[src/rtl/core/mkte_pkg.sv]
`timescale 1ns / 1ps
// ----------------------------------------------------------------------------
// Multi-tap keypad text entry: shared package
// Types, codes and the keypad character tables used by the controller and
// the datapath.
// ----------------------------------------------------------------------------
package mkte_pkg;

  // Buffer geometry
  localparam int BUFFER_DEPTH = 64;
  localparam int ADDR_W       = $clog2(BUFFER_DEPTH);
  localparam int CNT_W        = 6;
  localparam int AGE_W        = 16;
  localparam int CAP_LIMIT    = (BUFFER_DEPTH < 63) ? BUFFER_DEPTH : 63;

  // Configuration register indexes
  localparam logic CFG_MAX_LENGTH = 1'b0;
  localparam logic CFG_TIMEOUT    = 1'b1;

  // Configuration reset values
  localparam logic [CNT_W-1:0] MAX_LENGTH_RST = 6'd63;
  localparam logic [AGE_W-1:0] TIMEOUT_RST    = 16'd1000;

  // Key codes (ASCII)
  localparam logic [7:0] KEY_HASH = 8'h23;
  localparam logic [7:0] KEY_STAR = 8'h2A;
  localparam logic [7:0] KEY_ZERO = 8'h30;
  localparam logic [7:0] KEY_NINE = 8'h39;
  localparam logic [7:0] KEY_A    = 8'h41;
  localparam logic [7:0] KEY_B    = 8'h42;
  localparam logic [7:0] KEY_D    = 8'h44;

  typedef enum logic [1:0] {
    KIND_PRESS = 2'd0,
    KIND_TICK  = 2'd1,
    KIND_START = 2'd2,
    KIND_NONE  = 2'd3
  } kind_e;

  typedef enum logic [1:0] {
    ST_CONTINUE  = 2'd0,
    ST_CONFIRMED = 2'd1,
    ST_CANCELLED = 2'd2
  } status_e;

  typedef enum logic [2:0] {
    S_IDLE,
    S_COMMIT,
    S_APPLY,
    S_EMIT,
    S_PREP,
    S_STREAM
  } ctrl_state_e;

  // Controller to datapath
  typedef struct packed {
    logic load;    // capture the input transaction
    logic commit;  // commit phase: flush pending char, tick aging
    logic apply;   // apply phase: the key action itself
    logic prep;    // first buffer read of a confirm stream
    logic emit;    // single result cycle
    logic stream;  // one streamed buffer character
  } dp_cmd_t;

  // Datapath to controller
  typedef struct packed {
    logic confirm_stream;  // confirm with a nonempty buffer
    logic last_char;       // current streamed char is the final one
  } dp_sts_t;

  // Character sets per digit key, unused slots zero
  localparam logic [7:0] KEY_SET [10][5] = '{
    '{8'h20, 8'h30, 8'h00, 8'h00, 8'h00},
    '{8'h2E, 8'h40, 8'h5F, 8'h2D, 8'h31},
    '{8'h61, 8'h62, 8'h63, 8'h32, 8'h00},
    '{8'h64, 8'h65, 8'h66, 8'h33, 8'h00},
    '{8'h67, 8'h68, 8'h69, 8'h34, 8'h00},
    '{8'h6A, 8'h6B, 8'h6C, 8'h35, 8'h00},
    '{8'h6D, 8'h6E, 8'h6F, 8'h36, 8'h00},
    '{8'h70, 8'h71, 8'h72, 8'h73, 8'h37},
    '{8'h74, 8'h75, 8'h76, 8'h38, 8'h00},
    '{8'h77, 8'h78, 8'h79, 8'h7A, 8'h39}
  };

  localparam logic [2:0] KEY_LEN [10] = '{
    3'd2, 3'd5, 3'd4, 3'd4, 3'd4, 3'd4, 3'd4, 3'd5, 3'd4, 3'd5
  };

  function automatic logic [2:0] key_len(input logic [3:0] digit);
    logic [2:0] len;
    len = 3'd1;
    if (digit <= 4'd9) begin
      len = KEY_LEN[digit];
    end
    return len;
  endfunction

  // Character at a tap position, upper case applied to letters
  function automatic logic [7:0] key_char(input logic [3:0] digit,
                                          input logic [2:0] pos,
                                          input logic       upper);
    logic [7:0] ch;
    ch = 8'h00;
    if (digit <= 4'd9 && pos < KEY_LEN[digit]) begin
      ch = KEY_SET[digit][pos];
      if (upper && ch >= 8'h61 && ch <= 8'h7A) begin
        ch = ch - 8'h20;
      end
    end
    return ch;
  endfunction

endpackage

[src/rtl/core/multitap_keypad_text_entry_unit.sv]
`timescale 1ns / 1ps
// ----------------------------------------------------------------------------
// Multi-tap keypad text entry unit
// Phone-style multi-tap text entry over key presses, millisecond ticks and
// start commands, with a text buffer streamed out on confirm.
// ----------------------------------------------------------------------------
// An item is taken when start is high and busy is low. A key press, tick or
// start command gives one result after the commit, apply and emit states,
// and the unit takes the next item once it is back in idle. A confirm (#)
// with n > 0 buffered characters gives n results on consecutive cycles, the
// first after the commit, apply and prep states, and the unit is ready again
// after the last one: the buffer memory is read one character per cycle
// through its single registered read port. Each result is on the ports for
// one cycle with result_strobe_o high and must be captured then; there is no
// backpressure. Configuration writes are always ready and are meant to be
// issued while busy is low.
module multitap_keypad_text_entry_unit (
  input  logic                       clk_i,
  input  logic                       rst_ni,
  input  logic                       start,
  output logic                       busy,
  input  logic [1:0]                 kind_i,
  input  logic [7:0]                 key_code_i,
  input  logic                       cfg_valid_i,
  output logic                       cfg_ready_o,
  input  logic                       cfg_index_i,
  input  logic [15:0]                cfg_data_i,
  output logic                       result_strobe_o,
  output logic [1:0]                 status_o,
  output logic [7:0]                 text_char_o,
  output logic                       text_valid_o,
  output logic                       last_o,
  output logic [mkte_pkg::CNT_W-1:0] text_length_o,
  output logic [7:0]                 pending_char_o,
  output logic                       pending_valid_o,
  output logic                       digit_mode_o,
  output logic                       upper_case_o
);
  import mkte_pkg::*;

  dp_cmd_t cmd;
  dp_sts_t sts;

  assign cfg_ready_o = 1'b1;

  // Sequencer
  mkte_ctrl u_ctrl (
    .clk_i    (clk_i),
    .rst_ni   (rst_ni),
    .start_i  (start),
    .sts_i    (sts),
    .cmd_o    (cmd),
    .busy_o   (busy),
    .strobe_o (result_strobe_o)
  );

  // State, buffer and result fields
  mkte_dp u_dp (
    .clk_i           (clk_i),
    .rst_ni          (rst_ni),
    .cmd_i           (cmd),
    .sts_o           (sts),
    .kind_i          (kind_i),
    .key_code_i      (key_code_i),
    .cfg_we_i        (cfg_valid_i && cfg_ready_o),
    .cfg_index_i     (cfg_index_i),
    .cfg_data_i      (cfg_data_i),
    .status_o        (status_o),
    .text_char_o     (text_char_o),
    .text_valid_o    (text_valid_o),
    .last_o          (last_o),
    .text_length_o   (text_length_o),
    .pending_char_o  (pending_char_o),
    .pending_valid_o (pending_valid_o),
    .digit_mode_o    (digit_mode_o),
    .upper_case_o    (upper_case_o)
  );

  // A taken transaction keeps the unit busy
  a_busy_after_start: assert property (@(posedge clk_i) disable iff (!rst_ni)
    (start && !busy) |=> busy)
    else $error("unit not busy after taking a transaction");

  // Streamed characters only come with a confirm result
  a_text_on_confirm: assert property (@(posedge clk_i) disable iff (!rst_ni)
    text_valid_o |-> (result_strobe_o && status_o == ST_CONFIRMED))
    else $error("text character outside a confirm result");

  // The final result of a transaction is followed by no other
  a_last_ends: assert property (@(posedge clk_i) disable iff (!rst_ni)
    (result_strobe_o && last_o) |=> (!result_strobe_o && !busy))
    else $error("result after the final one of a transaction");

  // No pending character shown when nothing is cycling
  a_pending_idle: assert property (@(posedge clk_i) disable iff (!rst_ni)
    !pending_valid_o |-> (pending_char_o == 8'h00))
    else $error("pending character without cycling");

endmodule

[src/rtl/core/mkte_ctrl.sv]
`timescale 1ns / 1ps
// ----------------------------------------------------------------------------
// Multi-tap keypad text entry: controller
// Sequences one transaction through commit, apply and result phases, and
// walks the buffer out one character per cycle on confirm.
// ----------------------------------------------------------------------------
module mkte_ctrl (
  input  logic              clk_i,
  input  logic              rst_ni,
  input  logic              start_i,
  input  mkte_pkg::dp_sts_t sts_i,
  output mkte_pkg::dp_cmd_t cmd_o,
  output logic              busy_o,
  output logic              strobe_o
);
  import mkte_pkg::*;

  ctrl_state_e state_q, state_d;

  // State register
  always_ff @(posedge clk_i or negedge rst_ni) begin
    if (!rst_ni) begin
      state_q <= S_IDLE;
    end else begin
      state_q <= state_d;
    end
  end

  // Next state and commands
  always_comb begin
    state_d  = state_q;
    cmd_o    = '0;
    busy_o   = 1'b1;
    strobe_o = 1'b0;
    unique case (state_q)
      S_IDLE: begin
        busy_o = 1'b0;
        if (start_i) begin
          cmd_o.load = 1'b1;
          state_d    = S_COMMIT;
        end
      end
      S_COMMIT: begin
        cmd_o.commit = 1'b1;
        state_d      = S_APPLY;
      end
      S_APPLY: begin
        cmd_o.apply = 1'b1;
        state_d     = sts_i.confirm_stream ? S_PREP : S_EMIT;
      end
      S_EMIT: begin
        cmd_o.emit = 1'b1;
        strobe_o   = 1'b1;
        state_d    = S_IDLE;
      end
      S_PREP: begin
        cmd_o.prep = 1'b1;
        state_d    = S_STREAM;
      end
      S_STREAM: begin
        cmd_o.stream = 1'b1;
        strobe_o     = 1'b1;
        if (sts_i.last_char) begin
          state_d = S_IDLE;
        end
      end
      default: begin
        state_d = S_IDLE;
      end
    endcase
  end

endmodule

[src/rtl/core/mkte_dp.sv]
`timescale 1ns / 1ps
// ----------------------------------------------------------------------------
// Multi-tap keypad text entry: datapath
// Configuration, entry state, text buffer memory and result fields.
// ----------------------------------------------------------------------------
module mkte_dp (
  input  logic                       clk_i,
  input  logic                       rst_ni,
  input  mkte_pkg::dp_cmd_t          cmd_i,
  output mkte_pkg::dp_sts_t          sts_o,
  input  logic [1:0]                 kind_i,
  input  logic [7:0]                 key_code_i,
  input  logic                       cfg_we_i,
  input  logic                       cfg_index_i,
  input  logic [15:0]                cfg_data_i,
  output logic [1:0]                 status_o,
  output logic [7:0]                 text_char_o,
  output logic                       text_valid_o,
  output logic                       last_o,
  output logic [mkte_pkg::CNT_W-1:0] text_length_o,
  output logic [7:0]                 pending_char_o,
  output logic                       pending_valid_o,
  output logic                       digit_mode_o,
  output logic                       upper_case_o
);
  import mkte_pkg::*;

  // Configuration
  logic [CNT_W-1:0] max_len_q;
  logic [AGE_W-1:0] timeout_q;

  // Captured transaction
  kind_e      kind_q;
  logic [7:0] key_q;

  // Entry state
  logic [CNT_W-1:0] count_q, count_d;
  logic [3:0]       pkey_q, pkey_d;
  logic [2:0]       tap_q, tap_d;
  logic             cyc_q, cyc_d;
  logic             case_q, case_d;
  logic             digit_q, digit_d;
  logic [AGE_W-1:0] age_q, age_d;
  status_e          status_q, status_d;
  logic [CNT_W-1:0] idx_q, idx_d;

  // Text buffer
  logic [7:0]       mem [BUFFER_DEPTH];
  logic [7:0]       rd_data_q;
  logic [ADDR_W-1:0] rd_addr;
  logic             we;
  logic [7:0]       wdata;

  // Decode
  logic             is_digit, same_key, press_commit, room, tick_commit;
  logic [AGE_W-1:0] age_inc;
  logic [7:0]       pend_val;
  logic [2:0]       tap_inc;

  // Configuration writes
  always_ff @(posedge clk_i or negedge rst_ni) begin
    if (!rst_ni) begin
      max_len_q <= MAX_LENGTH_RST;
      timeout_q <= TIMEOUT_RST;
    end else if (cfg_we_i) begin
      unique case (cfg_index_i)
        CFG_MAX_LENGTH: max_len_q <= cfg_data_i[CNT_W-1:0];
        CFG_TIMEOUT:    timeout_q <= cfg_data_i;
        default: ;
      endcase
    end
  end

  // Transaction capture
  always_ff @(posedge clk_i) begin
    if (cmd_i.load) begin
      kind_q <= kind_e'(kind_i);
      key_q  <= key_code_i;
    end
  end

  assign is_digit     = (key_q >= KEY_ZERO) && (key_q <= KEY_NINE);
  assign same_key     = cyc_q && is_digit && (key_q[3:0] == pkey_q);
  assign press_commit = (key_q == KEY_HASH) || (key_q == KEY_B) || (key_q == KEY_D) ||
                        (is_digit && (digit_q || !same_key));
  assign room         = (count_q < max_len_q) && (count_q < CNT_W'(CAP_LIMIT));
  assign age_inc      = (age_q == '1) ? age_q : age_q + AGE_W'(1);
  assign tick_commit  = age_inc >= timeout_q;
  assign pend_val     = cyc_q ? key_char(pkey_q, tap_q, case_q) : 8'h00;
  assign tap_inc      = tap_q + 3'd1;

  // Step logic: commit phase, then apply phase; stream steps the read index
  always_comb begin
    count_d  = count_q;
    pkey_d   = pkey_q;
    tap_d    = tap_q;
    cyc_d    = cyc_q;
    case_d   = case_q;
    digit_d  = digit_q;
    age_d    = age_q;
    status_d = status_q;
    idx_d    = idx_q;
    we       = 1'b0;
    wdata    = pend_val;

    if (cmd_i.commit) begin
      // timeout aging and commit ahead of the action
      if (cyc_q && ((kind_q == KIND_TICK && tick_commit) ||
                    (kind_q == KIND_PRESS && press_commit))) begin
        if (room) begin
          we      = 1'b1;
          count_d = count_q + CNT_W'(1);
        end
        cyc_d  = 1'b0;
        pkey_d = 4'd0;
        tap_d  = 3'd0;
      end
      if (kind_q == KIND_TICK && cyc_q) begin
        age_d = age_inc;
      end
    end

    if (cmd_i.apply) begin
      status_d = ST_CONTINUE;
      idx_d    = '0;
      unique case (kind_q)
        KIND_PRESS: begin
          priority if (key_q == KEY_HASH) begin
            status_d = ST_CONFIRMED;
          end else if (key_q == KEY_STAR) begin
            priority if (cyc_q) begin
              cyc_d  = 1'b0;
              pkey_d = 4'd0;
              tap_d  = 3'd0;
            end else if (count_q != '0) begin
              count_d = count_q - CNT_W'(1);
            end else begin
              status_d = ST_CANCELLED;
            end
          end else if (key_q == KEY_A) begin
            case_d = !case_q;
          end else if (key_q == KEY_D) begin
            digit_d = !digit_q;
          end else if (is_digit) begin
            priority if (digit_q) begin
              if (room) begin
                we      = 1'b1;
                wdata   = key_q;
                count_d = count_q + CNT_W'(1);
              end
            end else if (same_key) begin
              tap_d = (tap_inc >= key_len(pkey_q)) ? 3'd0 : tap_inc;
              age_d = '0;
            end else if (room) begin
              pkey_d = key_q[3:0];
              tap_d  = 3'd0;
              age_d  = '0;
              cyc_d  = 1'b1;
            end
          end
        end
        KIND_START: begin
          count_d = '0;
          pkey_d  = 4'd0;
          tap_d   = 3'd0;
          cyc_d   = 1'b0;
          case_d  = 1'b0;
          digit_d = 1'b0;
          age_d   = '0;
        end
        KIND_TICK, KIND_NONE: ;
        default: ;
      endcase
    end

    if (cmd_i.stream) begin
      idx_d = idx_q + CNT_W'(1);
    end
  end

  // Entry state registers
  always_ff @(posedge clk_i or negedge rst_ni) begin
    if (!rst_ni) begin
      count_q  <= '0;
      pkey_q   <= 4'd0;
      tap_q    <= 3'd0;
      cyc_q    <= 1'b0;
      case_q   <= 1'b0;
      digit_q  <= 1'b0;
      age_q    <= '0;
      status_q <= ST_CONTINUE;
      idx_q    <= '0;
    end else begin
      count_q  <= count_d;
      pkey_q   <= pkey_d;
      tap_q    <= tap_d;
      cyc_q    <= cyc_d;
      case_q   <= case_d;
      digit_q  <= digit_d;
      age_q    <= age_d;
      status_q <= status_d;
      idx_q    <= idx_d;
    end
  end

  // Text buffer: one write port, one registered read port
  assign rd_addr = cmd_i.stream ? ADDR_W'(idx_q + CNT_W'(1)) : ADDR_W'(idx_q);

  always_ff @(posedge clk_i) begin
    if (we) begin
      mem[ADDR_W'(count_q)] <= wdata;
    end
  end

  // Read port only runs while a confirm walks the buffer
  always_ff @(posedge clk_i) begin
    if (cmd_i.prep || cmd_i.stream) begin
      rd_data_q <= mem[rd_addr];
    end
  end

  // Status to controller
  assign sts_o.confirm_stream = (kind_q == KIND_PRESS) && (key_q == KEY_HASH) &&
                                (count_q != '0);
  assign sts_o.last_char      = (idx_q + CNT_W'(1)) == count_q;

  // Result fields
  assign status_o        = status_q;
  assign text_char_o     = cmd_i.stream ? rd_data_q : 8'h00;
  assign text_valid_o    = cmd_i.stream;
  assign last_o          = cmd_i.emit || (cmd_i.stream && sts_o.last_char);
  assign text_length_o   = count_q;
  assign pending_char_o  = pend_val;
  assign pending_valid_o = cyc_q;
  assign digit_mode_o    = digit_q;
  assign upper_case_o    = case_q;

endmodule
[config.mk]
export PLATFORM = sky130hd
export DESIGN_NAME = multitap_keypad_text_entry_unit
export DESIGN_NICKNAME = d
export VERILOG_FILES = /design/src/rtl/core/mkte_pkg.sv /design/src/rtl/core/multitap_keypad_text_entry_unit.sv /design/src/rtl/core/mkte_ctrl.sv /design/src/rtl/core/mkte_dp.sv
export SDC_FILE = /design/constraint.sdc
export NUM_CORES = 1
export LEC_CHECK = 0
export BUFFER_PORTS_ARGS = -buffer_cell sky130_fd_sc_hd__buf_2
export CORE_MARGIN = 5
export CORE_UTILIZATION = 61
export CTS_CLUSTER_DIAMETER = 200
export DETAILED_ROUTE_END_ITERATION = 10
export GPL_TIMING_DRIVEN = 0
export PLACE_DENSITY = 0.78
export SLEW_MARGIN = 20
export SYNTH_ARGS = -nofsm -noshare
export SYNTH_HDL_FRONTEND = slang
export SYNTH_SLANG_ARGS = --single-unit
[constraint.sdc]
create_clock -name clk_i -period 11.33 [get_ports clk_i]
set_clock_uncertainty 0.15 [all_clocks]
set_input_delay 0.5665 -clock clk_i [delete_from_list [all_inputs] [get_ports clk_i]]
set_output_delay 0.5665 -clock clk_i [all_outputs]
set_load 0.1 [all_outputs]
; ---- Word level (Yosys, flattened, before mapping)
; Memory sizes are Yosys's and may differ from the RTL's. A register that Yosys moved wholly into a read port is not among the register bits.
; Cells that the tools add are included.
[classes]
n_addsub = 6
n_mux = 141
bitwise = 3
order_cmp = 12
n_reduce_logical = 36
n_eq_ne = 22
[ops]
columns = operator, n
row1 = $mux 16, 12
row2 = $mux 8, 15
row3 = $mux 6, 16
row4 = $mux 3, 28
row5 = $mux 40, 2
row6 = $mux 4, 12
row7 = $mux 1, 42
row8 = $pmux 16 s2, 1
row9 = $bmux 8 s3, 1
row10 = $eq 8x7->1 const B, 3
row11 = $add 16x1->16 const B, 1
row12 = $eq 16x16->1 const B, 1
row13 = $eq 8x6->1 const B, 2
row14 = $ge 16x16->1, 1
row15 = $logic_and 1x1->1, 15
row16 = $pmux 3 s5, 1
row17 = $add 6x1->6 const B, 2
row18 = $pmux 6 s2, 1
row19 = $mux 2, 5
row20 = $ge 8x6->1 const B, 1
row21 = $ge 8x7->1 const B, 1
row22 = $le 8x6->1 const B, 1
row23 = $le 8x7->1 const B, 1
row24 = $ne 2x2->1 const B, 4
row25 = 34 further kinds, 51
[word_totals]
mem_bits_ro = 688
inputBits = 31
elab_cells = 237
ram_bits = 512
out_inout_bits = 32
n_memories = 3
regBits = 75
[memory_table]
columns = memory, depth, width, read_ports, rd_ports_with_merged_regs, wr, line
row1 = (no name shown), 16, 40, 1, 0, 0, mkte_pkg.sv:105  ; ch = KEY_SET[digit][pos];
row2 = u_dp.mem, 64, 8, 1, 1, 1, mkte_dp.sv:48  ; logic [7:0] mem [BUFFER_DEPTH];
row3 = (no name shown), 16, 3, 1, 0, 0, mkte_pkg.sv:104  ; if (digit <= 4'd9 && pos < KEY_LEN[digit]) begin

; ---- Logic depth before layout (Yosys ltp)
[depth]
depth_word = 25
mapped_depth = 18
depth_no_buf = 16

; ---- Cells and area by module
; A second synthesis with hierarchy kept.
[unflattened]
hier_cells = 1543
area_unflattened_um2 = 25979.9
[by_module_without_submodules]
columns = mod, seq_area_each_um2, instances, area_each_um2, cells_each
row1 = mkte_dp, 17481.8, 1, 25762.2, 1517
row2 = mkte_ctrl, 75.1, 1, 206.4, 24
row3 = multitap_keypad_text_entry_unit, 0.0, 1, 11.3, 2

; ---- Worst setup path after synthesis
; OpenSTA, ideal clock, no wires.
[synth_timing]
path_kind = register to register
startpoint = register u_dp.pkey_q[0]
endpoint = memory u_dp.mem[0][5] (data pin)
slack_ns = 5.590
setup_ns = 0.720
stages_incl_launch_ff = 11
n_path_buf = 1
t_required_ns = 10.460
arrival_time_ns = 4.869
period_less_slack_ns = 5.740
cell_sequence = dfrtp_1 -> buf_2 -> inv_1 -> ha_1 -> o311ai_0 -> a21oi_1 -> o31ai_1 -> nand2_1 -> a211oi_1 -> and4b_1 -> o31ai_1
[synth_between]
elab_chain_len = 22
word_cells_on_any_way = 30
classes_between = 1 x add/sub / 4 x order compare / 19 x mux / 1 x bitwise / 3 x reduce/logical / 2 x memory
[synth_lines]
columns = element, line
row1 = start: declaration, mkte_dp.sv:38  ; logic [3:0] pkey_q, pkey_d;
row2 = start signal: assignment, mkte_dp.sv:195  ; pkey_q <= pkey_d;
row3 = $not 4->5 (implied by the code), "mkte_pkg.sv:104, mkte_pkg.sv:105"
row4 = $mem_v2 16x40, --
row5 = $mux 40 (implied by the code) (2 in series), mkte_pkg.sv:105
row6 = $bmux 8 s3, mkte_pkg.sv:105
row7 = $mux 8 (implied by the code) (2 in series), mkte_pkg.sv:105
row8 = $ge 8x7->1, mkte_pkg.sv:106  ; if (upper && ch >= 8'h61 && ch <= 8'h7A) begin
row9 = $logic_and 1x1->1 (2 in series), mkte_pkg.sv:106
row10 = $mux 8, mkte_pkg.sv:106
row11 = (+4 left out), --
row12 = $mux 8, mkte_dp.sv:144  ; end else if (is_digit) begin
row13 = $mux 8, mkte_dp.sv:142  ; end else if (key_q == KEY_D) begin
row14 = $mux 8, mkte_dp.sv:140  ; end else if (key_q == KEY_A) begin
row15 = $mux 8, mkte_dp.sv:130  ; end else if (key_q == KEY_STAR) begin
row16 = $mux 8, mkte_dp.sv:128  ; priority if (key_q == KEY_HASH) begin
row17 = $mux 8, mkte_dp.sv:126  ; unique case (kind_q)
row18 = $mux 8 (*), mkte_dp.sv:123  ; if (cmd_i.apply) begin
row19 = via u_dp.wdata[5], mkte_dp.sv:52  ; logic [7:0] wdata;
row20 = end: declaration, mkte_dp.sv:48
; The timed path passes the listed nets; every way through them passes the cells marked *. The select of a mux whose other input is x is not followed.

; ---- Worst setup path in the final report
[layout_timing]
startpoint = register u_dp.age_q[3]
endpoint = memory u_dp.mem[6][2], enable pin
[layout_between]
elab_chain_len = 19
word_cells_on_any_way = 20
classes_between = 1 x add/sub / 1 x order compare / 1 x eq/ne / 14 x mux / 3 x reduce/logical
[layout_lines]
columns = element, line
row1 = start: declaration, mkte_dp.sv:43  ; logic [AGE_W-1:0] age_q, age_d;
row2 = start signal: assignment, mkte_dp.sv:200  ; age_q <= age_d;
row3 = $add 16x1->16 / $eq 16x16->1 (equally long branches), mkte_dp.sv:87  ; assign age_inc = (age_q == '1) ? age_q : age_q + AGE_W'(1);
row4 = $mux 16 (*), mkte_dp.sv:87
row5 = $ge 16x16->1 (*), mkte_dp.sv:88  ; assign tick_commit = age_inc >= timeout_q;
row6 = $logic_and 1x1->1 (*), mkte_dp.sv:108  ; if (cyc_q && ((kind_q == KIND_TICK && tick_commit) ||
row7 = $logic_or 1x1->1 (*), mkte_dp.sv:108
row8 = $logic_and 1x1->1 (*), mkte_dp.sv:108
row9 = $mux 1 (*), mkte_dp.sv:108
row10 = $mux 1 (*), mkte_dp.sv:106  ; if (cmd_i.commit) begin
row11 = (+3 left out), --
row12 = $mux 1, mkte_dp.sv:142
row13 = $mux 1, mkte_dp.sv:140
row14 = $mux 1, mkte_dp.sv:130
row15 = $mux 1, mkte_dp.sv:128
row16 = $mux 1, mkte_dp.sv:126
row17 = $mux 1 (*), mkte_dp.sv:123
row18 = $mux 1 (*), mkte_dp.sv:210  ; if (we) begin
row19 = $mux 1 (implied by the code) (*), mkte_dp.sv:211  ; mem[ADDR_W'(count_q)] <= wdata;
; Every way passes the cells marked *; elsewhere a longest branch is shown, timed or not.

==> results.yml <==
floorplanning:
  boundaryPins: 63
  num_rows: 76
  fp.coreArea_mm2: 0.04289
  chipWidth_um: 217.7
  start_util: 0.6137
  dieArea_mm2: 0.04740
  die_height_um: 217.7
timing:
  hold_viol: 0
  finalCritPeriodShare: 0.5549
  fmax_ghz: 0.1591
  finalCriticalPeriod_ns: 6.287
  maxSlewViolCount: 0
  setup_viol_count_final: 0
  worstMarginPinSlew_ns: 0.9615
  slew_headroom: 0.3568
  rsz0062_at_grt: "false"
  finalSetupTns_ns: 0
place:
  dp_hpwl_um: 44800
  io_buffer_count: 61
  globalplace.congestion: 0.9427
run:
  cap_violations: 0
route:
  wl_per_cell_um: 23.01
  ant_nets: 0
  first_iter_violations: 2398
  drc: 0
  via_per_inst: 6.178
  vias: 18187
  first_pass_iters: 6
  routed_wl_um: 67750
finish:
  syn_to_final_growth_pct: 12.64
  nFillCells: 2983
  num_antenna_cells: 0
  layout_common_cells: "edfxtp_1, nand2_1, nand3_1, nor2_1, buf_2"
  final_nets: 2382
  final_common_cell: "edfxtp_1"
  drive_gt1_frac: 0.1136
hold_path:
  worstHoldPathCells: 2
  min_path_type: "primary input to flop"
logic_synthesis:
  yosysSeqAreaShare: 0.6670
  synth_xor_area_frac: 0.01431
  yosysTopAreaCellShare: 0.6047
  synthTopCellsByArea: "edfxtp_1, nand2_1, dfrtp_1, nand3_1, mux2i_1"
  syn-num-nets: 2236
  yosys.area.top_type: "edfxtp_1"
  synth_area_mm2: 0.02632
  ys.flop_type: "edfxtp_1"
  async_flop_share: 0.1092
  muxShareOfSynthArea: 0.03708
  yosys_warnings: 0
  syn_avg_cell_area_um2: 12.15
  ys_ff_latch: 595
  synthAdderAreaFrac: 0.01854
  synth_top_family_by_area: "simple AND/OR/NAND/NOR gates"
  synth_cell_type_count: 83
  synth-compound-area-share: 0.07126
  yosys.area_share.simple: 0.1631
  synth_edf_count: 530
  netlist_instances: 2166
global_routing:
  grt_max_degree: 65
  grt-ovfl-total: 0
  grt_pass1_vias: 17733
  antenna_found_initial: 0
  grt_pass1_wl_um: 103300
  grtUsageTotal: 0.2837
worst_setup_path:
  worst_path_most_repeated_cell: "nor2_1"
  cp_max_fo: 8
  critical_path.slowest_cell: "nor2_1"
  critPathCaptureType: "flop"
  critPathKind: "flop to flop"
  cp.required_ns: 11.43
  crit_chain: "clkbuf_2 -> nand4_1 -> or4_1 -> nor2_1 -> nand2_1 -> nand2b_1 -> nor2_1 -> xor2_1 -> ha_1 -> nand4_1 -> nor2_1 -> o2111ai_1 -> o211ai_1 -> nand3_1 -> a21oi_2 -> nand3_1 -> nor2_1"
  cp-start-kind: "flop"
  critPathMaxStageDelay_ns: 0.91
  critPathArrivalTime_ns: 6.38
  r2r_cells: 17
power_and_ir_drop:
  ir_drop_mv: 0.1780
  p_leak_nw: 10.81
  power_mw: 4.598
  cellPowerDensity_mw_per_mm2: 155.1
cts:
  h-tree-depth: 2
  cts_tree: "built"
  clkTransAtPathRegs_ns: 0.06
  clock_latency_ns: 0.61
  cts_sinks: 595
  post_cts_buffers: 0
  cts_hold_buf: 11
  cts.path.max_buffers: 3
  cts_buffers: 58
  cts-root-buf: "clkbuf_16"
  cts_resized: 0
run_status:
  status: "finished clean"
## layer usage
layer / share of wire / wire length (um) / track usage
met5: 0 / 0 / 0
met2: 0.48 / 32830 / 0.4708
met4: 0.030 / 2006 / 0.08469
met3: 0.091 / 6168 / 0.04817
met1: 0.39 / 26750 / 0.3917
## final timing paths
| check | start | to | slack (ns) |
|---|---|---|---|
| max | u_dp.age_q[3] | u_dp.mem[6][2] | 5.04 |
| min | cfg_data_i[7] | u_dp.timeout_q[7] | 0.03 |
| max reg2reg | u_dp.age_q[3] | u_dp.mem[6][2] | 5.04 |
| min reg2reg | u_dp.status_o[1] | u_dp.status_o[1] | 0.34 |
| max in group asynchronous | rst_ni | u_dp.timeout_q[8] | 10.28 |
| min in group asynchronous | rst_ni | u_dp.pkey_q[0] | 0.19 |
## sequential cells by signal, summed over array words and instances (netlist names)
name                  flops
u_dp.pkey_q               4
u_dp.status_o             2
u_dp.kind_q               2
u_dp.upper_case_o         1
u_dp.max_len_q            6
u_dp.digit_mode_o         1
u_dp.text_length_o        6
u_dp.mem                512
u_dp.rd_data_q            8
u_dp.tap_q                3
u_dp.key_q                8
u_dp.age_q               16
u_dp.pending_valid_o      1
u_dp.timeout_q           16
u_ctrl.state_q            3
u_dp.idx_q                6
## synthesized netlist by cell type, types with 5 or more instances
master and n:
and3_1 11, nand4_1 42, nor2b_1 13, a32oi_1 17, o22ai_1 27, a221oi_1 18, nand2b_1 17, a21oi_1 38
or3_1 13, nand2_1 473, a211oi_1 6, and2_1 16, a31oi_1 21, xor2_1 24, a32o_1 16, nand4b_1 5
edfxtp_1 530, buf_2 32, buf_1 18, buf_6 5, dfrtp_1 53, nor3b_1 5, o31a_1 9, o21ai_0 51
nor2_1 136, dfstp_2 12, o31ai_1 12, ha_1 39, xnor2_1 19, mux2_2 24, buf_4 8, clkbuf_1 65
nor3_1 13, mux2i_1 69, nand3_1 184, inv_1 42
## area by class of cell
type,count,area (um^2),area share
timing repair buffer,86,654.4,0.02207
multi-input combinational,1400,8082,0.2726
tap,585,732.0,0.02469
clock inverter,32,302.8,0.01021
sequential,595,17560,0.5922
inverter,42,157.7,0.005318
clock buffer,75,1569,0.05292
buffer,129,593.1,0.02000
## through the flow
step | utilization | hold slack, ns | instance area, um^2 | cells | setup slack (ns)
2_1_floorplan | - | 0.1209 | 26320 | 2166 | 5.590
3_3_place_gp | 0.6379 | 0.3031 | 27360 | 2812 | 1.558
3_5_place_dp | 0.6451 | 0.2686 | 27670 | 2826 | 5.105
4_1_cts | 0.6913 | 0.005969 | 29650 | 2944 | 5.104
5_1_grt | 0.6913 | 0.01641 | 29650 | 2944 | 4.798
6_report | 0.6913 | 0.03487 | 29650 | 2944 | 5.043
## where the power goes
part	internal, mW	total (mW)	switching (mW)
clock	1.09	1.90	0.809
combinational	0.0764	0.281	0.204
sequential	2.40	2.42	0.0221
## worst max-delay path, delay by kind of cell (launching register included)
family	cells	cell delay (ns)
AO/OA/AOI/OAI	3	1.02
AND/OR/NAND/NOR	11	3.77
XOR/XNOR	1	0.16
buffers and inverters	1	0.17
flip-flops	1	0.33
adder cells (fa/ha/maj)	1	0.33
## logic make-up (layout without fill, tap and decap cells)
family | count (synthesis) | in the layout
and+or+nand+nor | 956 | 956
DFF | 595 | 595
AOI/OAI and AO/OA | 267 | 267
buffers and inverters | 171 | 364
muxes | 94 | 94
xor gates and xnor gates | 43 | 43
adders and majority gates | 39 | 39
other | 1 | 1
(Power assumes the default switching activity.)
